===== src/rtl/bsa_pkg.sv =====
// ----------------------------------------------------------------------------
// bsa_pkg
// Shared widths, grid size and command codes of the binned sum accumulator.
// ----------------------------------------------------------------------------
package bsa_pkg;

  localparam int MaxBinsX = 64;
  localparam int MaxBinsY = 64;
  localparam int IdxXW    = $clog2(MaxBinsX);
  localparam int IdxYW    = $clog2(MaxBinsY);
  localparam int AddrW    = IdxXW + IdxYW;
  localparam int Depth    = MaxBinsX * MaxBinsY;

  localparam int CoordW   = 32;
  localparam int SumW     = 48;
  localparam int CntW     = 32;
  localparam int AvgW     = 32;
  localparam int BinsW    = 7;
  localparam int CmdW     = 3;
  localparam int CfgIdxW  = 3;

  typedef enum logic [CmdW-1:0] {
    CMD_ADD     = 3'd0,
    CMD_QIDX    = 3'd1,
    CMD_QCOORD  = 3'd2,
    CMD_SET_SUM = 3'd3,
    CMD_SET_CNT = 3'd4
  } cmd_e;

  typedef enum logic [CfgIdxW-1:0] {
    REG_X_LOWER = 3'd0,
    REG_X_UPPER = 3'd1,
    REG_Y_LOWER = 3'd2,
    REG_Y_UPPER = 3'd3,
    REG_BINS_X  = 3'd4,
    REG_BINS_Y  = 3'd5
  } reg_e;

endpackage


===== src/rtl/bsa_avg_div.sv =====
// ----------------------------------------------------------------------------
// bsa_avg_div
// Bit-serial signed sum / unsigned count divider, truncating toward zero,
// result clamped to the signed average range.
// ----------------------------------------------------------------------------
module bsa_avg_div (
  input  logic                         clk_i,
  input  logic                         rst_ni,
  input  logic                         start_i,
  input  logic signed [bsa_pkg::SumW-1:0] sum_i,
  input  logic [bsa_pkg::CntW-1:0]     cnt_i,
  output logic                         done_o,
  output logic [bsa_pkg::AvgW-1:0]     avg_o
);
  import bsa_pkg::*;

  localparam int StepW = $clog2(SumW);

  logic              busy_q, done_q, neg_q;
  logic [StepW-1:0]  step_q;
  logic [SumW-1:0]   a_q, quo_q;
  logic [CntW-1:0]   div_q;
  logic [CntW:0]     rem_q, rem_sh;
  logic              qbit;

  assign rem_sh = {rem_q[CntW-1:0], a_q[SumW-1]};
  assign qbit   = rem_sh >= {1'b0, div_q};

  always_ff @(posedge clk_i or negedge rst_ni) begin
    if (!rst_ni) begin
      busy_q <= 1'b0;
      done_q <= 1'b0;
      step_q <= '0;
    end else begin
      done_q <= !start_i && busy_q && (step_q == StepW'(SumW - 1));
      if (start_i) begin
        busy_q <= 1'b1;
        step_q <= '0;
      end else if (busy_q) begin
        if (step_q == StepW'(SumW - 1)) begin
          busy_q <= 1'b0;
        end
        step_q <= step_q + 1'b1;
      end
    end
  end

  always_ff @(posedge clk_i) begin
    if (start_i) begin
      neg_q <= sum_i[SumW-1];
      a_q   <= sum_i[SumW-1] ? SumW'(-sum_i) : SumW'(sum_i);
      div_q <= cnt_i;
      rem_q <= '0;
      quo_q <= '0;
    end else if (busy_q) begin
      rem_q <= qbit ? rem_sh - {1'b0, div_q} : rem_sh;
      a_q   <= {a_q[SumW-2:0], 1'b0};
      quo_q <= {quo_q[SumW-2:0], qbit};
    end
  end

  // clamp the magnitude, then restore the sign
  always_comb begin
    if (!neg_q) begin
      if (quo_q[SumW-1:AvgW-1] != '0) avg_o = {1'b0, {(AvgW-1){1'b1}}};
      else                            avg_o = quo_q[AvgW-1:0];
    end else begin
      if (quo_q[SumW-1:AvgW] != '0 || (quo_q[AvgW-1] && quo_q[AvgW-2:0] != '0))
        avg_o = {1'b1, {(AvgW-1){1'b0}}};
      else
        avg_o = AvgW'(-quo_q[AvgW-1:0]);
    end
  end

  assign done_o = done_q;

endmodule


===== config.mk =====
export PLATFORM = sky130hd
export DESIGN_NAME = bsa_avg_div
export DESIGN_NICKNAME = d
export VERILOG_FILES = /design/src/rtl/bsa_pkg.sv /design/src/rtl/bsa_avg_div.sv
export SDC_FILE = /design/constraint.sdc
export NUM_CORES = 1
export LEC_CHECK = 0
export BUFFER_PORTS_ARGS = -buffer_cell sky130_fd_sc_hd__buf_2
export CAP_MARGIN = 20
export CORE_MARGIN = 2
export CORE_UTILIZATION = 39
export DETAILED_ROUTE_END_ITERATION = 10
export GPL_TIMING_DRIVEN = 0
export PLACE_DENSITY_LB_ADDON = 0.25
export SLEW_MARGIN = 40
export SYNTH_ARGS = -nofsm -noshare
export SYNTH_HDL_FRONTEND = slang
export SYNTH_SLANG_ARGS = --single-unit

===== constraint.sdc =====
create_clock -name clk_i -period 3.5 [get_ports clk_i]
set_input_delay 0.525 -clock clk_i [delete_from_list [all_inputs] [get_ports clk_i]]
set_output_delay 0.525 -clock clk_i [all_outputs]
set_load 0.1 [all_outputs]

# Word level (Yosys, flattened, before mapping)
# Cells that the tools add are included.
# totals
reg_bits	169
in_bits	83
output_inout_bits	33
word_cells	35
# op_classes
add_sub_neg	4
n_lt_le_gt_ge	1
eq_ne	1
mux	12
n_reduce_logical	9
# op_table
op	n
two-way mux 48 bit	3
two-way mux 32 bit	4
negator 48 bit	1
>= comparator 33 x 32 -> 1 bit	1
negator 32 bit	1
subtractor 32 bit	1
nonzero test 31 bit	1
nonzero test 17 bit	1
nonzero test 16 bit	1
two-way mux 6 bit	2
adder 6 x 1 -> 6 bit (second input constant)	1
equality test 6 bit (second input constant)	1
logical AND 1 bit	3
two-way mux 1 bit	3
nonzero test 2 bit	1
zero test 1 bit	1
logical OR 1 bit	1

# Logic depth before layout (Yosys ltp)
# logic_depth
ltp_word	5
depth_mapped	13
ltp_nobuf	12

# Least setup slack after synthesis
# Ideal clock, no wire load.
# synth_timing
path_type	reg-to-output
from	reg quo_q[0]
to	out avg_o[15] (netlist bit)
arrival_ps	5876
required_ps	2975
slack_ps	-2901
path_stages_with_launch	12
n_path_buf	2
path_cell_list	dfxtp_1 > inv_1 > ha_1 > nor3b_1 > nand3_1 > nor4_1 > nand2_1 > a21o_1 > or2_2 > clkbuf_1 > clkbuf_1 > o311ai_0
# synth_between
elab_chain_cells	5
word_cells_on_any_way	6
cone_classes	add/sub (1); mux (2); reduce/logical (3)
# synth_rtl
element	line	source
start, declared	bsa_avg_div.sv:21	logic [SumW-1:0] a_q, quo_q;
start signal, assigned	bsa_avg_div.sv:58	quo_q <= {quo_q[SumW-2:0], qbit};
parallel branches: the longest is 3 deep, another holds negator 32 bit	n/a	
two-way mux 32 bit (*)	bsa_avg_div.sv:68	if (quo_q[SumW-1:AvgW] != '0 || (quo_q[AvgW-1] && quo_q[AvgW-2:0] != '0))
two-way mux 32 bit (*)	bsa_avg_div.sv:64	if (!neg_q) begin
end, declared	bsa_avg_div.sv:13	output logic [bsa_pkg::AvgW-1:0] avg_o
# Mark *: on every way between the ends.

# Worst setup path after layout
# layout_timing
from	reg quo_q[0]
to	out avg_o[29] (netlist bit)
# Same word-level chain as after synthesis.

==> summary.txt <==
Run status
  – Status: finished, violations left
  – Failing checks: setup timing

Place
  – Worst slack, placed: -0.778 ns
  – Placer Congestion: 0.866
  – Placed Area: 0.0118 mm^2
  – # port buffers: 115
  – Placed cell count: 1,592
  – HPWL after detailed placement: 19,400 um

Min path
  – Hold Crit Class: in -> reg
  – Hold path depth: 1

Layout
  – Register area: 0.00425 mm^2
  – Area Growth Syn to Fin: 31.7%
  – Post-layout util: 0.518
  – Design Area, Final: 0.0134 mm^2
  – Final net count: 1,428
  – Final Non-Filler Cells: 1,658
  – Ratio of cells with drive above 1 in the final layout: 0.224
  – Layout fillers: 2,410
  – Area of the multi-input gates: 0.00617 mm^2

Synthesis
  – Syn_area_per_cell: 8.91 um^2
  – Cell variety after synth: 62
  – Largest area contributor in the netlist: edfxtp_1
  – Yosys Warn Count: 0
  – Most frequent cell after synthesis: nor2_1
  – Register area share after synthesis: 0.417
  – Syn_nets: 1,260
  – Synth area leaders: edfxtp_1, dfxtp_1, mux2i_1
  – Mapped Cells: 1,141
  – Commonest cells post-synth: nor2_1, nand2_1, edfxtp_1
  – Synth top area share: 0.239
  – Top_reg_cell synth: edfxtp_1
  – Cell Area, Synth: 0.0102 mm^2
  – Post-synth EDFFs: 81
  – #FFs+latches synth: 169
  – Async SR Flop Fraction: 0.0473

Clock tree
  – Root Buffer: clkbuf_16
  – Clock sinks: 169
  – Maximum buffer depth of the clock tree: 2
  – CTS tree: yes
  – TritonCTS buffer count: 17
  – H-tree levels: 4
  – Skew-Pair Late Insertion Delay: 0.43 ns
  – Worst-path clk slew: 0.07 ns

Power and ir drop
  – Pleak: 5.66 nW
  – Pwr dens: 496 mW/mm^2
  – Switching Share: 0.356
  – Total chip power: 6.64 mW
  – Worst IR Drop VDD: 0.000291 V
  – Combinational Power Share: 0.355
  – Reg power frac: 0.354
  – P_int: 4.28 mW
  – Net Sw Power: 2.36 mW
  – Clk pwr share: 0.291

STA
  – Worst Max-Slew Pin Slew: 0.774 ns
  – Period utilization: 1.09
  – Fin worst setup slack: -0.323 ns
  – F_max: 262 MHz
  – Max Transition Viols Final: 0
  – Final Hold Fails: 0
  – Final setup viols: 29
  – Max-slew headroom: 0.482
  – Final worst path period need: 3.82 ns
  – Clk_skew: 0.0127 ns
  – RSZ-0062 raised after global routing: true

Setup path
  – Startpoint types: flip-flop
  – Reg2reg setup slack: 0.25 ns
  – Critical Path Sink Type: output pin
  – Worst EP required: 2.97 ns
  – R2R cell count: 12
  – Critical setup path kind: reg -> out
  – Worst-path maximum fanout: 4
  – Worst Path Arrival: 3.30 ns

Global route
  – Largest net degree at the start of global routing: 35
  – Vias in the first global route: 8,495
  – Antenna violations before repair: 3
  – Total global routing overflow: 0
  – Tot GR Track Use: 0.205
  – First-pass GRT wire length: 44,200 um

Detailed routing
  – Vias per inst: 5.45
  – Initial DRT Pass Iterations: 5
  – Residual DRC: 0
  – First DRT Iteration DRCs: 577
  – Via count: 9,040
  – DRT antenna net count: 0
  – Wirelength per Cell: 16.8 um
  – Drt total wl: 27,900 um

Die
  – I/O Pins: 116
  – Cell row count: 59
  – Chip Width: 165 um
  – Core area: 0.0258 mm^2
  – Die Y: 165 um
  – Initial core utilization: 0.393
  – Die area: 0.0274 mm^2

Flow run
  – Max-capacitance violation count: 0
## kinds of logic (layout without fill, tap and decap cells)
kind of cell             count (synthesis)  in the layout  share of synthesized area
AND/OR/NAND/NOR                        393            394                      0.182
multiplexers                            74             74                     0.0742
flip-flops                             169            169                      0.417
AO/OA/AOI/OAI                          266            266                      0.170
other                                    0              1                          0
XOR/XNOR                                76             76                     0.0655
buffers and inverters                  127            307                     0.0474
adder cells (fa/ha/maj)                 36             36                     0.0451
## worst max-delay path, cell delays in order (launching register included)
cell	delay (ns)
dfxtp_4	0.34
buf_6	0.12
nor3_4	0.20
nand3_2	0.11
or3_4	0.38
or2_4	0.26
or3_4	0.39
or4_4	0.44
o31ai_2	0.18
nand2_1	0.11
o311ai_4	0.11
buf_12	0.21
## layout make-up
class                           count  area share
Multi-Input combinational cell    846       0.461
Sequential cell                   169       0.317
Timing Repair Buffer              150       0.103
Clock buffer                       21      0.0384
Tap cell                          335      0.0313
Buffer                             64      0.0248
Inverter                           61      0.0175
Clock inverter                     11     0.00719
Antenna cell                        1    0.000187
## layer usage
layer	share of wire	track usage	routed length [um]	vias up
met1	0.48	0.288	13300	4312
met2	0.46	0.327	12900	232
met4	0.010	0.0490	278	4
li1	-	-	-	4469
met5	0.00086	0	24	-
met3	0.051	0.0365	1410	23
## worst paths after layout
check,start,end
worst max-delay path,quo_q[0],avg_o[29]
worst min-delay path,cnt_i[8],div_q[8]
worst max register to register,div_q[12],rem_q[28]
worst min register to register,rem_q[31],rem_q[31]
max in group asynchronous,rst_ni,busy_q
min in group asynchronous,rst_ni,step_q[5]
## repair_timing
item | CTS | global route
endpoints found under the hold margin | 8 | 0
buffers inserted | 17 | 13
cloned | 3 | 1
pin swaps | 19 | 19
endpoints found under the setup margin | 64 | 57
resized for setup | 177 | 27
hold buffers | 1 | 0
## through the flow
stage / setup TNS [ns] / hold slack [ns]
after floorplan: -0.0392 / 0.229
after global placement: -27.51 / 0.378
after detailed placement: -23.92 / 0.384
after CTS: -7.71 / 0.249
after global routing: -8.27 / 0.245
final: -4.89 / 0.270
## placed cells by master (no fill, tap or decap), drive strengths merged, types with 9 or more instances in the layout
| cell type | count |
|---|---|
| clkbuf | 77 |
| a21oi | 77 |
| mux2i | 63 |
| or4 | 11 |
| ha | 35 |
| nor3 | 23 |
| nor4 | 16 |
| edfxtp | 81 |
| a311oi | 13 |
| a211oi | 15 |
| o311ai | 25 |
| nand4 | 12 |
| a21o | 9 |
| inv | 67 |
| nor2 | 145 |
| o31ai | 19 |
| xnor2 | 21 |
| nand3 | 16 |
| o21ai | 63 |
| mux2 | 11 |
| buf | 157 |
| dfxtp | 80 |
| or3 | 19 |
| xor2 | 55 |
| nand2 | 112 |
## registers in the layout (all words and copies together) (netlist names)
register,cells
a_q,48
busy_q,1
div_q,32
done_o,1
neg_q,1
quo_q,48
rem_q,32
step_q,6
## power by group through the flow
| stage | clock network, mW | logic (mW) | registers [mW] |
|---|---|---|---|
| after global placement | 0 | 1.95 | 2.39 |
| after detailed placement | 0 | 1.96 | 2.39 |
| after floorplan | 0 | 1.55 | 2.37 |
| final | 1.93 | 2.35 | 2.35 |
| after global routing | 2.05 | 2.54 | 2.37 |
| after CTS | 1.96 | 2.26 | 2.35 |
(Power assumes the default switching activity.)
